===== config.mk =====
export PLATFORM = sky130hd
export DESIGN_NAME = bthome_service_data_locator_unit
export DESIGN_NICKNAME = d
export VERILOG_FILES = /design/src/rtl/bthome_pkg.sv /design/src/rtl/bthome_service_data_locator_unit.sv
export SDC_FILE = /design/constraint.sdc
export NUM_CORES = 1
export LEC_CHECK = 0
export BUFFER_PORTS_ARGS = -buffer_cell sky130_fd_sc_hd__buf_2
export CAP_MARGIN = 20
export CORE_UTILIZATION = 60
export DETAILED_ROUTE_END_ITERATION = 7
export PLACE_DENSITY = 0.81
export SYNTH_ARGS = -nofsm -noshare
export SYNTH_HDL_FRONTEND = slang
export SYNTH_SLANG_ARGS = --single-unit

===== constraint.sdc =====
create_clock -name clk -period 10.01 [get_ports clk]
set_input_delay 0.5005 -clock clk [delete_from_list [all_inputs] [get_ports clk]]
set_output_delay 0.5005 -clock clk [all_outputs]
set_load 0.01 [all_outputs]

===== src/rtl/bthome_pkg.sv =====
// Shared types and codes for the BTHome service-data locator.
// Holds the beat structs of both channels and the verdict codes.
// No dependencies.
`timescale 1ns / 1ps
`default_nettype none

package bthome_pkg;

  // Verdict given on the final byte of an advertisement.
  typedef enum logic [1:0] {
    STATUS_NONE        = 2'd0,
    STATUS_TOO_SHORT   = 2'd1,
    STATUS_UNENCRYPTED = 2'd2,
    STATUS_ACCEPTED    = 2'd3
  } status_t;

  localparam logic [7:0] AD_TYPE_SERVICE16 = 8'h16;
  localparam logic [7:0] UUID_FIRST        = 8'hD2;
  localparam logic [7:0] UUID_SECOND       = 8'hFC;
  localparam int unsigned ENCRYPTED_BIT    = 0;
  localparam logic [7:0] FIXED_OVERHEAD    = 8'd11;
  localparam logic [7:0] PAYLOAD_SKIP      = 8'd5;

  typedef struct packed {
    logic [7:0] adv_byte;
    logic       last;
  } in_beat_t;

  typedef struct packed {
    status_t     status;
    logic [7:0]  dev_info;
    logic [7:0]  payload_offset;
    logic [7:0]  payload_len;
    logic [31:0] frame_counter;
    logic [31:0] mic;
  } out_beat_t;

endpackage

`default_nettype wire


===== src/rtl/bthome_service_data_locator_unit.sv =====
// Top level of the BTHome service-data locator: AD element walker and verdict register.
// Depends on bthome_pkg for the beat structs and verdict codes.
//
// Usage: the input channel carries one advertisement byte per beat, with last set on
// the final byte. Each beat is folded into the walker registers (position, current
// element, candidate flags and an eight-byte tail window) in the cycle it is taken.
// Only the final byte produces a result beat; it appears on the output channel in the
// cycle after that byte is accepted, and the walker returns to its reset state in the
// same cycle, so the first byte of the next advertisement may follow immediately.
// Throughput is one byte per cycle, set by the walker update, unless a final byte is held off.
// While a result waits under out_stall, further non-final bytes are still taken; a
// final byte is held off with in_stall until the output register is free.
// Reset (rst_n low, synchronous) clears the walker and drops out_valid.
// Bytes at index MAX_ADV_BYTES or above are not walked.
`timescale 1ns / 1ps
`default_nettype none

module bthome_service_data_locator_unit #(
  parameter int MAX_ADV_BYTES = 255
) (
  input  wire                       clk,
  input  wire                       rst_n,
  input  wire                       in_valid,
  output logic                      in_stall,
  input  wire bthome_pkg::in_beat_t in_data,
  output logic                      out_valid,
  input  wire                       out_stall,
  output bthome_pkg::out_beat_t     out_data
);
  import bthome_pkg::*;

  localparam logic [7:0] MaxPos = 8'(MAX_ADV_BYTES);

  logic [7:0]  byte_pos_r,   byte_pos_nxt;
  logic [7:0]  elem_start_r, elem_start_nxt;
  logic [7:0]  elem_len_r,   elem_len_nxt;
  logic [7:0]  elem_type_r,  elem_type_nxt;
  logic        uuid_match_r, uuid_match_nxt;
  logic        stopped_r,    stopped_nxt;
  logic        found_r,      found_nxt;
  logic [7:0]  match_len_r,  match_len_nxt;
  logic [7:0]  dev_info_r,   dev_info_nxt;
  logic [63:0] tail_r,       tail_nxt;

  logic        out_valid_r, out_valid_nxt;
  out_beat_t   out_data_r,  out_data_nxt;

  logic        in_acc;
  logic [7:0]  offs;
  logic [7:0]  b;

  assign b        = in_data.adv_byte;
  assign in_stall = out_valid_r && out_stall && in_data.last;
  assign in_acc   = in_valid && !in_stall;
  assign offs     = byte_pos_r - elem_start_r;

  // Walker update for one byte.
  always_comb begin
    elem_start_nxt = elem_start_r;
    elem_len_nxt   = elem_len_r;
    elem_type_nxt  = elem_type_r;
    uuid_match_nxt = uuid_match_r;
    stopped_nxt    = stopped_r;
    found_nxt      = found_r;
    match_len_nxt  = match_len_r;
    dev_info_nxt   = dev_info_r;
    tail_nxt       = tail_r;
    if (!stopped_r && !found_r) begin
      if (byte_pos_r >= MaxPos) begin
        stopped_nxt = 1'b1;
      end else if (byte_pos_r == elem_start_r) begin
        if (b == 8'd0) begin
          stopped_nxt = 1'b1;
        end else begin
          elem_len_nxt   = b;
          uuid_match_nxt = 1'b0;
          dev_info_nxt   = 8'd0;
        end
      end else begin
        // The type byte restarts the tail window for the new element.
        if (offs == 8'd1) begin
          elem_type_nxt = b;
          tail_nxt      = {b, 56'd0};
        end else begin
          tail_nxt = {b, tail_r[63:8]};
        end
        if (offs == 8'd2) begin
          uuid_match_nxt = (elem_type_r == AD_TYPE_SERVICE16) && (elem_len_r >= 8'd3) &&
                           (b == UUID_FIRST);
        end else if (offs == 8'd3) begin
          uuid_match_nxt = uuid_match_r && (b == UUID_SECOND);
        end else if (offs == 8'd4 && uuid_match_r) begin
          dev_info_nxt = b;
        end
        if (offs >= elem_len_r) begin
          if (uuid_match_nxt) begin
            found_nxt     = 1'b1;
            match_len_nxt = elem_len_r - 8'd1;
          end else begin
            elem_start_nxt = byte_pos_r + 8'd1;
          end
        end
      end
    end
  end

  assign byte_pos_nxt = (byte_pos_r == 8'hFF) ? byte_pos_r : byte_pos_r + 8'd1;

  // Verdict from the state as it stands after the final byte.
  always_comb begin
    out_data_nxt = '0;
    out_data_nxt.status = STATUS_NONE;
    if (found_nxt) begin
      if (match_len_nxt < FIXED_OVERHEAD) begin
        out_data_nxt.status = STATUS_TOO_SHORT;
      end else if (!dev_info_nxt[ENCRYPTED_BIT]) begin
        out_data_nxt.status   = STATUS_UNENCRYPTED;
        out_data_nxt.dev_info = dev_info_nxt;
      end else if (match_len_nxt == FIXED_OVERHEAD) begin
        out_data_nxt.status = STATUS_TOO_SHORT;
      end else begin
        out_data_nxt.status         = STATUS_ACCEPTED;
        out_data_nxt.dev_info       = dev_info_nxt;
        out_data_nxt.payload_offset = elem_start_nxt + PAYLOAD_SKIP;
        out_data_nxt.payload_len    = match_len_nxt - FIXED_OVERHEAD;
        out_data_nxt.frame_counter  = tail_nxt[31:0];
        out_data_nxt.mic            = tail_nxt[63:32];
      end
    end
  end

  always_comb begin
    out_valid_nxt = out_valid_r && out_stall;
    if (in_acc && in_data.last) begin
      out_valid_nxt = 1'b1;
    end
  end

  always_ff @(posedge clk) begin
    if (!rst_n) begin
      byte_pos_r   <= '0;
      elem_start_r <= '0;
      elem_len_r   <= '0;
      elem_type_r  <= '0;
      uuid_match_r <= 1'b0;
      stopped_r    <= 1'b0;
      found_r      <= 1'b0;
      match_len_r  <= '0;
      dev_info_r   <= '0;
      tail_r       <= '0;
      out_valid_r  <= 1'b0;
    end else begin
      out_valid_r <= out_valid_nxt;
      if (in_acc) begin
        if (in_data.last) begin
          byte_pos_r   <= '0;
          elem_start_r <= '0;
          elem_len_r   <= '0;
          elem_type_r  <= '0;
          uuid_match_r <= 1'b0;
          stopped_r    <= 1'b0;
          found_r      <= 1'b0;
          match_len_r  <= '0;
          dev_info_r   <= '0;
          tail_r       <= '0;
        end else begin
          byte_pos_r   <= byte_pos_nxt;
          elem_start_r <= elem_start_nxt;
          elem_len_r   <= elem_len_nxt;
          elem_type_r  <= elem_type_nxt;
          uuid_match_r <= uuid_match_nxt;
          stopped_r    <= stopped_nxt;
          found_r      <= found_nxt;
          match_len_r  <= match_len_nxt;
          dev_info_r   <= dev_info_nxt;
          tail_r       <= tail_nxt;
        end
      end
    end
  end

  always_ff @(posedge clk) begin
    if (in_acc && in_data.last) begin
      out_data_r <= out_data_nxt;
    end
  end

  assign out_valid = out_valid_r;
  assign out_data  = out_data_r;

endmodule

`default_nettype wire


After elaboration in Yosys (flattened, before gate mapping)
Cells that the tools add are included.
{"block": "totals", "ff_bits": 206, "out_inout_bits": 92, "word_cells": 134}
{"block": "classes", "n_addsub": 5, "order_cmp": 4, "n_eq_ne": 15, "muxes": 63, "bitwise": 2, "n_reduce_logical": 26}
{"op": "2-to-1 mux 64 bit", "n": 4}
{"op": "2-to-1 mux 8 bit", "n": 32}
{"op": "2-to-1 mux 88 bit", "n": 1}
{"op": "2-to-1 mux 56 bit", "n": 1}
{"op": "== test 8 bit, second input constant", "n": 3}
{"op": "2-to-1 mux 1 bit", "n": 23}
{"op": "== test 8 x 2 -> 1 bit, second input constant", "n": 2}
{"op": "2-to-1 mux 10 bit", "n": 1}
{"op": "AND reduction 5 bit", "n": 2}
{"op": "logical AND 1 bit", "n": 9}
{"op": "adder 8 x 1 -> 8 bit, second input constant", "n": 1}
{"op": "adder 8 x 3 -> 8 bit, second input constant", "n": 1}
{"op": "== test 8 x 1 -> 1 bit, second input constant", "n": 1}
{"op": "== test 8 x 3 -> 1 bit, second input constant", "n": 1}
{"op": "== test 8 x 4 -> 1 bit, second input constant", "n": 1}
{"op": "== test 8 x 5 -> 1 bit, second input constant", "n": 1}
{"op": "== test 8 bit", "n": 1}
{"op": ">= comparator 8 x 2 -> 1 bit, second input constant", "n": 1}
{"op": ">= comparator 8 bit", "n": 1}
{"op": ">= comparator 8 bit, second input constant", "n": 1}
{"op": "logical NOT 8 bit", "n": 1}
{"op": "less-than comparator 8 x 4 -> 1 bit, second input constant", "n": 1}
{"op": "!= test 2 bit, second input constant", "n": 4}
{"op": "AND reduction 4 bit", "n": 2}
{"op": "other kinds (13)", "n": 19}

Depth between registers and ports, before layout
Gate-level depths: netlist (run 1).
{"block": "depth", "ltp_word": 16, "mapped_depth": 24, "ltp_nobuf": 24}

Worst setup path after synthesis (run 1)
Ideal clock, no wire load.
{"block": "synth_path", "path_type": "register to register", "startpoint": "register byte_pos_r[0]", "endpoint": "register out_data_r (netlist bit out_data[81]) (data pin)", "setup_time_ps": 140, "t_arrival_ps": 4437, "t_required_ps": 9870, "setup_slack_ps": 5432, "stages_incl_launch_ff": 23, "n_path_buf": 1, "period_less_slack_ps": 4578, "path_cell_list": "dfxtp_1 inv_1 ha_1 inv_1 fa_1 a211oi_1 o21bai_1 a21oi_1 xnor2_1 ha_1 nand4_1 o31ai_1 nand2_1 a21oi_4 clkbuf_1 nor2_1 a21oi_1 ha_1 inv_1 or2_0 a21o_1 a21o_1 nor2_1"}
{"block": "synth_via", "elab_chain_len": 15, "word_cells_on_any_way": 35, "cone_classes": "add/sub (1); order compare (3); eq/ne (5); mux (23); bitwise (1); reduce/logical (2)"}
{"item": "from (decl)", "line": "bthome_service_data_locator_unit.sv:34", "source": "logic [7:0] byte_pos_r, byte_pos_nxt;"}
{"item": "from (signal assigned)", "line": "bthome_service_data_locator_unit.sv:167", "source": "byte_pos_r <= byte_pos_nxt;"}
{"item": "branches (longest 15 deep; another with subtractor 8 bit)"}
{"item": "to (signal assigned)", "line": "bthome_service_data_locator_unit.sv:184", "source": "out_data_r <= out_data_nxt;"}
{"item": "to (decl)", "line": "bthome_service_data_locator_unit.sv:46", "source": "out_beat_t out_data_r, out_data_nxt;"}
Several ways; the timed one is not identified. The select of a mux whose other input is x is not followed.
A chain may end at the register's enable or synchronous reset.

Final worst setup path (run 1)
{"block": "layout_path", "startpoint": "register byte_pos_r[0]", "endpoint": "register out_data_r (netlist bit out_data[78]) (data pin)"}
{"block": "layout_via", "elab_chain_len": 14, "word_cells_on_any_way": 41, "cone_classes": "add/sub (3); order compare (3); eq/ne (5); mux (26); bitwise (2); reduce/logical (2)"}
{"item": "subtractor 8 bit", "line": "bthome_service_data_locator_unit.sv:55", "source": "assign offs = byte_pos_r - elem_start_r;"}
{"item": "== test 8 x 2 -> 1 bit", "line": "bthome_service_data_locator_unit.sv:90", "source": "end else if (offs == 8'd3) begin"}
{"item": "2-to-1 mux 1 bit", "line": "bthome_service_data_locator_unit.sv:90"}
{"item": "2-to-1 mux 1 bit", "line": "bthome_service_data_locator_unit.sv:87", "source": "if (offs == 8'd2) begin"}
{"item": "2-to-1 mux 1 bit", "line": "bthome_service_data_locator_unit.sv:71", "source": "end else if (byte_pos_r == elem_start_r) begin"}
{"item": "2-to-1 mux 1 bit", "line": "bthome_service_data_locator_unit.sv:69", "source": "if (byte_pos_r >= MaxPos) begin"}
{"item": "2-to-1 mux 1 bit", "line": "bthome_service_data_locator_unit.sv:68", "source": "if (!stopped_r && !found_r) begin"}
{"item": "2-to-1 mux 8 bit / 2-to-1 mux 1 bit (equally long branches)", "line": "bthome_service_data_locator_unit.sv:96", "source": "if (uuid_match_nxt) begin"}
{"item": "2-to-1 mux 8 bit / 2-to-1 mux 1 bit (equally long branches)", "line": "bthome_service_data_locator_unit.sv:95", "source": "if (offs >= elem_len_r) begin"}
{"item": "2-to-1 mux 8 bit / 2-to-1 mux 1 bit (equally long branches)", "line": "bthome_service_data_locator_unit.sv:71"}
{"item": "2-to-1 mux 8 bit / 2-to-1 mux 1 bit (equally long branches)", "line": "bthome_service_data_locator_unit.sv:69"}
{"item": "2-to-1 mux 8 bit / 2-to-1 mux 1 bit (equally long branches)", "line": "bthome_service_data_locator_unit.sv:68"}
{"item": "less-than comparator 8 x 4 -> 1 bit (tied with other cells)", "line": "bthome_service_data_locator_unit.sv:114", "source": "if (match_len_nxt < FIXED_OVERHEAD) begin"}
{"item": "OR reduction 4 bit (no line)"}
Parallel ways exist; a longest one is shown, timed or not. The select of a mux whose other input is x is not followed.

==> reports/results.txt, run 1 <==
status - finished, final reports clean
root cell of the clock tree - clkbuf_16
number of vias in the routed layout - 8,206
die width - 133 um
fraction of synthesized area in multiplexers - 2.86%
slack of the worst reg-to-reg path - 4530 ps
largest stage delay on the critical path - 880 ps
Layout Utilization - 69.0%
arrival time reported for the critical path endpoint - 5720 ps
die footprint - 17,600 sq um
number of logic stages on the critical path including buffering - 22
dominant cell by count in the synthesized netlist - nor2b_1
main combinational cell family by area after synthesis - simple AND/OR/NAND/NOR gates
Filler cells - 1,292
final hold violation count - 0
largest fanout of any net on the critical path - 17
library cells used by synthesis - 67
CORE AREA - 16,600 sq um
area share of fa/ha/maj cells after synthesis - 2.64%
sum of routed wire length over all layers - 24.7 mm
initial antenna violation count - 0
compound-gate portion of the synthesized area - 17.8%
endpoint kind of the worst setup timing path - register
detailed-route wire length per cell - 18.4 um
Ys Warns - 0
layout cells sized above 1 - 19.8%
area growth from synthesis to layout - 12.2%
cell types occupying the most area after synthesis - edfxtp_1 (26%), dfxtp_1 (23%), nor2b_1 (7.5%)
P_sw - 457 uW
largest net degree at the start of global routing - 116
most common library cells after synthesis - nor2b_1 (122), dfxtp_1 (116), nand2_1 (103), edfxtp_1 (90), a22oi_1 (89)
total number of clock tree sinks - 206
peak supply drop - 0.000110 V
combined buffer and inverter count along the critical path - 2
Residual DRC - 0
Synth Area in Simple Gates - 20.8%
Longest Clk Path Bufs - 3
vias in the first global route - 7,624
Max Transition Viols Final - 0
mean cell area of the mapped netlist - 9.89 sq um
post-detailed-route count of antenna-violating nets - 0
number of nets produced by synthesis - 1,068
clock network fraction of total power - 40.9%
synthesized netlist cell count - 1,034
number of buffers added by the clock tree synthesis step - 22
measured slew at the worst slew-check pin - 1060 ps
DP HPWL - 15.5 mm
post-layout net count - 1,141
worst skew pair latency - 500 ps
post-route standard cell area excluding fillers - 11,500 sq um
count of state elements after synthesis - 206
Setup Viol. Count Final - 0
worst-case setup margin in the final layout - 4530 ps
min cycle time layout - 5480 ps
clock transition at the registers of the reported paths - 60 ps
global-route total usage across every layer - 27.5%
critical path data required time - 10,250 ps
number of synthesized flops with an enable pin - 90
number of buffers inserted by port buffering - 104
critical path, cell by cell - inv_1 > ha_1 > inv_1 > fa_1 > a211oi_1 > o21bai_1 > a21oi_1 > xnor2_1 > ha_1 > nand4_1 > o31ai_1 > nand2_1 > nor3_2 > nor2_1 > a21oi_1 > ha_1 > nor2_1 > o32ai_1 > nand3b_1 > nor3_1 > xor2_1 > nor2_1
number of buffers inserted by post-CTS setup repair - 0
destination of the critical timing path - out_data[78]
Peak Freq - 0.182 GHz
aggregate negative setup slack - 0 ps
CP max-delay cell - nor3_2
share of Yosys cell area claimed by the top area cell type - 26.4%
cell internal pwr - 1390 uW
worst setup skew after layout - 12.2 ps
CTS tree - yes
number of cell instances on the worst register-to-register path - 22
kind of critical path - reg -> reg
placement-stage worst setup slack - 4640 ps
leakage component of the power - 0.00364 uW
beginning of the worst register-to-register path - byte_pos_r[0]
vertical die dimension - 133 um
fraction of registers with async set/reset - 0%
FP Rows - 47
sequential power share - 49.1%
combinational power share - 10.0%
initial core utilization - 61.5%
final weighted congestion of routability-driven global placement - 0.938
family with the most delay on the worst path - simple AND/OR/NAND/NOR gates
total global routing overflow - 0
switching portion of total power - 24.8%
total power - 1850 uW
first drt pass iteration count - 5
Vias/cell - 6.11
unrepaired setup endpoints after global routing - no
Max-slew headroom - 28.6%
Yosys top cell by area - edfxtp_1
areal power density over the cells - 161 nW/um^2
iteration-0 DRC count of the detailed router - 829
path class of the lowest-slack min-delay path - in -> reg
wire length of the first global-routing pass - 39.4 mm
post-synthesis cell area - 10,200 sq um
leading register cell type out of synthesis - dfxtp_1
level count of the clock H-tree - 1
number of top-level pins - 105
sequential share of the synthesized area - 49.1%
placed instance area - 10,800 sq um
Post-Synth XOR/XNOR Area - 2.82%
maxcap violations - 0
number of instances resized during post-cts repair - 0
endpoint of the worst-slack reg-to-reg timing path - out_data[78]
hold_buf cts - 0
Startpoint Class - register
antenna cell count - 0
worst setup path startpoint - byte_pos_r[0]
part of the cycle the worst path needs - 54.8%
[sequential cells by signal, summed over array words and instances, names as in the netlist]
name          cells
elem_type_r       8
stopped_r         1
dev_info_r        8
elem_len_r        8
match_len_r       8
byte_pos_r        8
found_r           1
elem_start_r      8
uuid_match_r      1
tail_r           64
out_data         90
out_valid         1
[layout by cell type, fill, tap and decap left out, types with 10 or more instances in the layout]
master / netlist / layout
nor2b_1: 122 / 122
dfxtp_1: 116 / 116
buf_2: 2 / 105
nand2_1: 103 / 102
edfxtp_1: 90 / 90
a22oi_1: 89 / 89
nand3_1: 68 / 68
a21oi_2: 63 / 63
nor2_1: 52 / 52
mux2i_1: 27 / 27
a21oi_1: 25 / 25
clkbuf_16: 0 / 23
inv_1: 23 / 22
xnor2_1: 22 / 22
ha_1: 20 / 20
nor3_1: 19 / 18
o21ai_0: 15 / 15
xor2_1: 11 / 11
and2_1: 10 / 10
[layout make-up]
cell class,count,area [sq um],share of cell area (%)
Clock buffer,32,629,5.48
Multi-Input combinational cell,738,4830,42.1
Clock inverter,8,36.3,0.316
Sequential cell,206,5020,43.8
Tap cell,220,275,2.40
Inverter,25,95.1,0.828
Timing Repair Buffer,114,593,5.16
[power groups by stage]
stage / sequential [uW] / combinational, uW / clock [uW]
2_1_floorplan: 932 / 115 / 0
3_3_place_gp: 925 / 180 / 0
3_5_place_dp: 925 / 181 / 0
4_1_cts: 907 / 182 / 765
5_1_grt: 908 / 196 / 798
6_report: 907 / 184 / 754
[worst register-to-register path, stage by stage, from the launching register on]
cell and delay [ps]:
dfxtp_1 340, inv_1 130, ha_1 190, inv_1 60, fa_1 420, a211oi_1 230, o21bai_1 100, a21oi_1 170
xnor2_1 220, ha_1 390, nand4_1 80, o31ai_1 370, nand2_1 250, nor3_2 880, nor2_1 90, a21oi_1 300
ha_1 260, nor2_1 60, o32ai_1 120, nand3b_1 150, nor3_1 190, xor2_1 170, nor2_1 50
[cells by family (layout without fill, tap and decap cells)]
kind of cell,count (synthesis),in the layout
AOI/OAI and AO/OA,240,240
xor gates and xnor gates,33,33
adders and majority gates,21,21
buffers and inverters,90,179
DFF,206,206
muxes,29,29
and+or+nand+nor,415,415
[worst min-delay path by stage]
stage                     cells after the start            from  slack (ps)        endpoint
after floorplan                               2  elem_type_r[6]         470  elem_type_r[6]
after global placement                        2       out_valid         480       out_valid
after detailed placement                      2       out_valid         490       out_valid
after CTS                                     3       out_stall         260       out_valid
after global routing                          3       out_stall         280       out_valid
final                                         3       out_stall         270       out_valid
[through the flow]
step / hold slack (ps) / instances
detailed placement: 486 / 1303
global route: 278 / 1343
global placement: 475 / 1302
CTS: 259 / 1343
finish: 272 / 1343
floorplan: 473 / 1034
[per-layer routing]
| layer | global-route usage [%] | vias to the layer above | part of all wire [%] |
|---|---|---|---|
| li1 | - | 3866 | - |
| met1 | 38.4 | 3941 | 43 |
| met2 | 45.2 | 356 | 47 |
| met3 | 3.49 | 43 | 7.8 |
| met4 | 7.60 | 0 | 2.0 |
| met5 | 0 | - | 0 |
Note: power is estimated with default switching activity, not from simulation.
==> run 2, diff against run 1 <==
--- a/config.mk
+++ b/config.mk
@@ -7,9 +7,9 @@
 export LEC_CHECK = 0
 export BUFFER_PORTS_ARGS = -buffer_cell sky130_fd_sc_hd__buf_2
 export CAP_MARGIN = 20
-export CORE_UTILIZATION = 60
+export CORE_UTILIZATION = 54
 export DETAILED_ROUTE_END_ITERATION = 7
-export PLACE_DENSITY = 0.81
+export PLACE_DENSITY = 0.77
 export SYNTH_ARGS = -nofsm -noshare
 export SYNTH_HDL_FRONTEND = slang
 export SYNTH_SLANG_ARGS = --single-unit
==> constraint.sdc (replaced) <==
create_clock -name clk -period 4.4 [get_ports clk]
set_input_delay 0.22 -clock clk [delete_from_list [all_inputs] [get_ports clk]]
set_output_delay 0.22 -clock clk [all_outputs]
set_load 0.01 [all_outputs]
==> run 2 against run 1 <==
Net effect: routed wire length shrank 0.41%; clock skew shrank 0.93 ps; core utilization down 4.1 points; global-route usage shrank 2.9 points; combinational power is 150% higher; sequential cell count unchanged; total power grew 140%; sequential power increased by 130%; setup slack worse by 4300 ps; critical path depth did not move; register-to-register slack worse by 4300 ps; die area up 11%; critical path type unchanged; largest power group unchanged.
==> reports/results.txt, run 2 (same netlist as run 1, synthesis figures left out) <==
status - finished, final reports clean
maxcap violations - 0
area of the multi-input gates - 4920 sq um
global route hottest layer - met2
Setup Viol. Count Final - 0
min cycle time layout - 4200 ps
Peak Freq - 0.238 GHz
final hold violation count - 0
layout cells sized above 1 - 23.1%
commonest non-fill, non-tap cells in the layout - nor2b_1 (122), dfxtp_1 (116), buf_2 (105)
beginning of the worst register-to-register path - byte_pos_r[0]
measured slew at the worst slew-check pin - 949 ps
largest net degree at the start of global routing - 75
largest fanout of any net on the critical path - 5
flip-flop count of the largest register after layout - 90
leakage component of the power - 0.00380 uW
area growth from synthesis to layout - 15.9%
peak supply drop - 0.000225 V
most frequent standard cell in the layout excluding fill and tap cells - nor2b_1
vias in the first global route - 7,337
endpoint kind of the worst setup timing path - register
die width - 140 um
post-detailed-route count of antenna-violating nets - 0
level count of the clock H-tree - 1
met1 demand-to-capacity share in global routing - 34.8%
initial core utilization - 56.0%
detailed-route wire length per cell - 17.9 um
total number of clock tree sinks - 206
area of all sequential standard cells - 5020 sq um
critical path data required time - 4650 ps
number of buffers added by the clock tree synthesis step - 22
global-route total usage across every layer - 24.6%
met2 track demand over resource - 39.6%
number of buffers inserted by port buffering - 104
Max-slew headroom - 36.5%
areal power density over the cells - 366 nW/um^2
arrival time reported for the critical path endpoint - 4450 ps
worst setup skew after layout - 11.2 ps
Residual DRC - 0
Layout Utilization - 64.9%
first drt pass iteration count - 5
number of top-level pins - 105
unrepaired setup endpoints after global routing - yes
number of vias in the routed layout - 8,161
total power - 4350 uW
final weighted congestion of routability-driven global placement - 0.888
FP Rows - 49
Filler cells - 1,483
total global routing overflow - 0
initial antenna violation count - 0
part of the cycle the worst path needs - 95.4%
die footprint - 19,500 sq um
Startpoint Class - register
path class of the lowest-slack min-delay path - in -> reg
worst setup path startpoint - byte_pos_r[0]
kind of critical path - reg -> reg
aggregate negative setup slack - 0 ps
wire length of the first global-routing pass - 39.0 mm
post-layout net count - 1,164
Max Transition Viols Final - 0
DP HPWL - 16.0 mm
CORE AREA - 18,300 sq um
iteration-0 DRC count of the detailed router - 787
CTS tree - yes
sum of routed wire length over all layers - 24.6 mm
Vias/cell - 5.94
worst skew pair latency - 510 ps
vertical die dimension - 140 um
Longest Clk Path Bufs - 3
worst-case setup margin in the final layout - 204 ps
antenna cell count - 0
placement-stage worst setup slack - -17.6 ps
clock transition at the registers of the reported paths - 60 ps
Hold Crit Start - rst_n
global-route met3 utilization - 3.06%
root cell of the clock tree - clkbuf_16
run 2: routing by layer:
metal	vias to the layer above	wire, um
met5	-	0
met1	3887	10800
li1	3911	-
met3	39	1540
met4	0	485
met2	324	11700
run 2: repair_timing:
| item | 4_1_cts | 5_1_grt |
|---|---|---|
| resized for setup | 1 | 17 |
| setup buffers | 0 | 2 |
| hold endpoints to repair | 1 | 0 |
| hold buffers | 1 | 0 |
| pin swaps | 0 | 4 |
| endpoints found under the setup margin | 1 | 79 |
run 2: final cells by class:
cell class | instances | share of cell area (%)
repair buffers | 137 | 6.83
inverters | 25 | 0.802
flip-flops and latches | 206 | 42.4
clock buffers | 34 | 5.54
well taps | 229 | 2.42
clock inverters | 6 | 0.570
multi-input cells | 738 | 41.5
run 2: worst paths after layout:
kind	to	cells past startpoint	slack [ps]
setup reg to reg	out_data[78]	22	200
hold / removal	tail_r[45]	2	60
hold reg to reg	out_valid	2	490
setup / recovery	out_data[78]	22	200
run 2: power by group:
part / internal, uW / switching [uW]
sequential: 2040 / 22.0
clock: 1090 / 738
combinational: 151 / 307
total: 3280 / 1070
run 2: through the flow:
step	hold WS (ps)	cells	area, sq um
2_1_floorplan	365	1034	10300
3_3_place_gp	477	1330	11000
3_5_place_dp	489	1331	11000
4_1_cts	116	1372	11800
5_1_grt	57.3	1375	11900
6_report	58.7	1375	11900
run 2: critical path, stage by stage (launching register included):
cell and delay, ps:
dfxtp_1 310, inv_1 110, ha_1 180, inv_1 50, fa_2 360, a211oi_1 220
o21bai_1 130, a21oi_2 190, xnor2_2 80, ha_1 320, nand4_1 130, o31ai_4 330
nand2_4 130, nor3_4 260, nor2_1 90, a21oi_2 150, ha_2 220, nor2_1 40
o32ai_1 130, nand3b_1 170, nor3_2 150, xor2_1 150, nor2_1 50
==> run 3, diff against run 2 <==
--- a/config.mk
+++ b/config.mk
@@ -7,9 +7,8 @@
 export LEC_CHECK = 0
 export BUFFER_PORTS_ARGS = -buffer_cell sky130_fd_sc_hd__buf_2
 export CAP_MARGIN = 20
-export CORE_UTILIZATION = 54
+export CORE_UTILIZATION = 35
 export DETAILED_ROUTE_END_ITERATION = 7
-export PLACE_DENSITY = 0.77
 export SYNTH_ARGS = -nofsm -noshare
 export SYNTH_HDL_FRONTEND = slang
 export SYNTH_SLANG_ARGS = --single-unit
==> run 3 against run 2 <==
Net effect: clock-buffer cell count shrank 1; cell count is 12% higher; sequential power about the same; clock power is 10% higher; global-route usage shrank 7.7 points; register-to-register slack improved by 40 ps; critical path type unchanged; critical endpoint unchanged.
==> reports/results.txt, run 3 (same netlist as run 1, synthesis figures left out) <==
DP HPWL - 17.3 mm
aggregate negative setup slack - 0 ps
area of all sequential standard cells - 5030 sq um
total global routing overflow - 0
total number of clock tree sinks - 206
FP Rows - 62
antenna cell count - 0
sum of routed wire length over all layers - 26.6 mm
worst setup skew after layout - 11.3 ps
post-detailed-route count of antenna-violating nets - 0
Setup Viol. Count Final - 0
level count of the clock H-tree - 1
initial antenna violation count - 1
area of the multi-input gates - 5000 sq um
Max Transition Viols Final - 0
number of vias in the routed layout - 8,104
commonest non-fill, non-tap cells in the layout - nor2b_1 (121), dfxtp_1 (114), buf_2 (104)
path class of the lowest-slack min-delay path - in -> reg
global-route total usage across every layer - 17.0%
DP Cell Count - 1,490
number of buffers added by the clock tree synthesis step - 24
leakage component of the power - 0.00392 uW
Max-slew headroom - 31.6%
layout cells sized above 1 - 25.5%
die width - 173 um
root cell of the clock tree - clkbuf_16
iteration-0 DRC count of the detailed router - 588
part of the cycle the worst path needs - 94.5%
Hold Worst Slack - 112 ps
largest fanout of any net on the critical path - 5
measured slew at the worst slew-check pin - 1030 ps
number of top-level pins - 105
Residual DRC - 0
wire length of the first global-routing pass - 41.2 mm
most frequent standard cell in the layout excluding fill and tap cells - nor2b_1
final hold violation count - 0
detailed-route wire length per cell - 17.2 um
CTS tree - yes
largest net degree at the start of global routing - 116
Startpoint Class - register
endpoint kind of the worst setup timing path - register
arrival time reported for the critical path endpoint - 4410 ps
initial core utilization - 35.6%
number of buffers inserted by port buffering - 104
Layout Utilization - 42.8%
min cycle time layout - 4160 ps
peak supply drop - 0.000222 V
area growth from synthesis to layout - 20.2%
kind of critical path - reg -> reg
status - finished, final reports clean
die footprint - 29,900 sq um
CORE AREA - 28,700 sq um
Peak Freq - 0.241 GHz
Vias/cell - 5.25
critical path data required time - 4660 ps
Filler cells - 2,786
first drt pass iteration count - 5
Longest Clk Path Bufs - 3
maxcap violations - 0
vias in the first global route - 7,520
areal power density over the cells - 370 nW/um^2
post-layout net count - 1,175
clock transition at the registers of the reported paths - 60 ps
flip-flop count of the largest register after layout - 90
final weighted congestion of routability-driven global placement - 0.836
vertical die dimension - 173 um
worst skew pair latency - 510 ps
final non-filler cell total - 1,543
run 3: layout make-up:
type / instances / share of cell area [%]
flip-flops and latches: 206 / 40.9
multi-input cells: 739 / 40.7
repair buffers: 145 / 7.12
clock buffers: 33 / 5.74
well taps: 384 / 3.91
clock inverters: 11 / 0.916
inverters: 25 / 0.773
run 3: critical path, cell delays in order, from the launching register on:
cell      delay (ps)
dfxtp_2          320
inv_2             70
ha_4             130
inv_2             40
fa_2             380
a211oi_2         220
o21bai_1         100
a21oi_2          170
xnor2_2           90
ha_1             330
nand4_1          150
o31ai_4          320
nand2_4          110
nor3_4           310
nor2_2            80
a21oi_2          140
ha_2             240
nor2_2            50
o32ai_2           90
nand3b_1         150
nor3_2           190
xor2_1           160
nor2_1            60
run 3: repair_timing:
item,CTS,global route
gates resized for setup,0,38
setup endpoints to repair,0,88
endpoints found under the hold margin,1,0
hold buffers,1,0
setup buffers,0,7
run 3: per-layer routing:
metal  global-route usage [%]  vias to the layer above  part of all wire (%)
li1                         -                     3931                     -
met1                     22.7                     3947                    45
met2                     28.6                      191                    49
met3                     2.51                       33                   4.3
met4                     4.28                        2                   1.6
met5                        0                        -                 0.049
run 3: final timing paths:
| kind | startpoint | slack (ps) | cells past startpoint | to |
|---|---|---|---|---|
| hold reg to reg | out_valid | 490 | 2 | out_valid |
| hold / removal | in_data[7] | 110 | 3 | dev_info_r[6] |
| setup reg to reg | byte_pos_r[0] | 240 | 22 | out_data[78] |
| setup / recovery | byte_pos_r[0] | 240 | 22 | out_data[78] |
run 3: where the power goes:
group          switching, uW  total [uW]  internal (uW)
clock                    782        2020           1240
combinational            309         463            154
sequential              23.5        2060           2040
run 3: stage by stage:
stage	setup slack [ps]	instance area [sq um]	total power, uW
after floorplan	14.1	10300	2390
after global placement	160	11200	2540
after detailed placement	36.5	11300	2540
after CTS	14.7	12100	4580
after global routing	-38.1	12300	4710
final	244	12300	4550
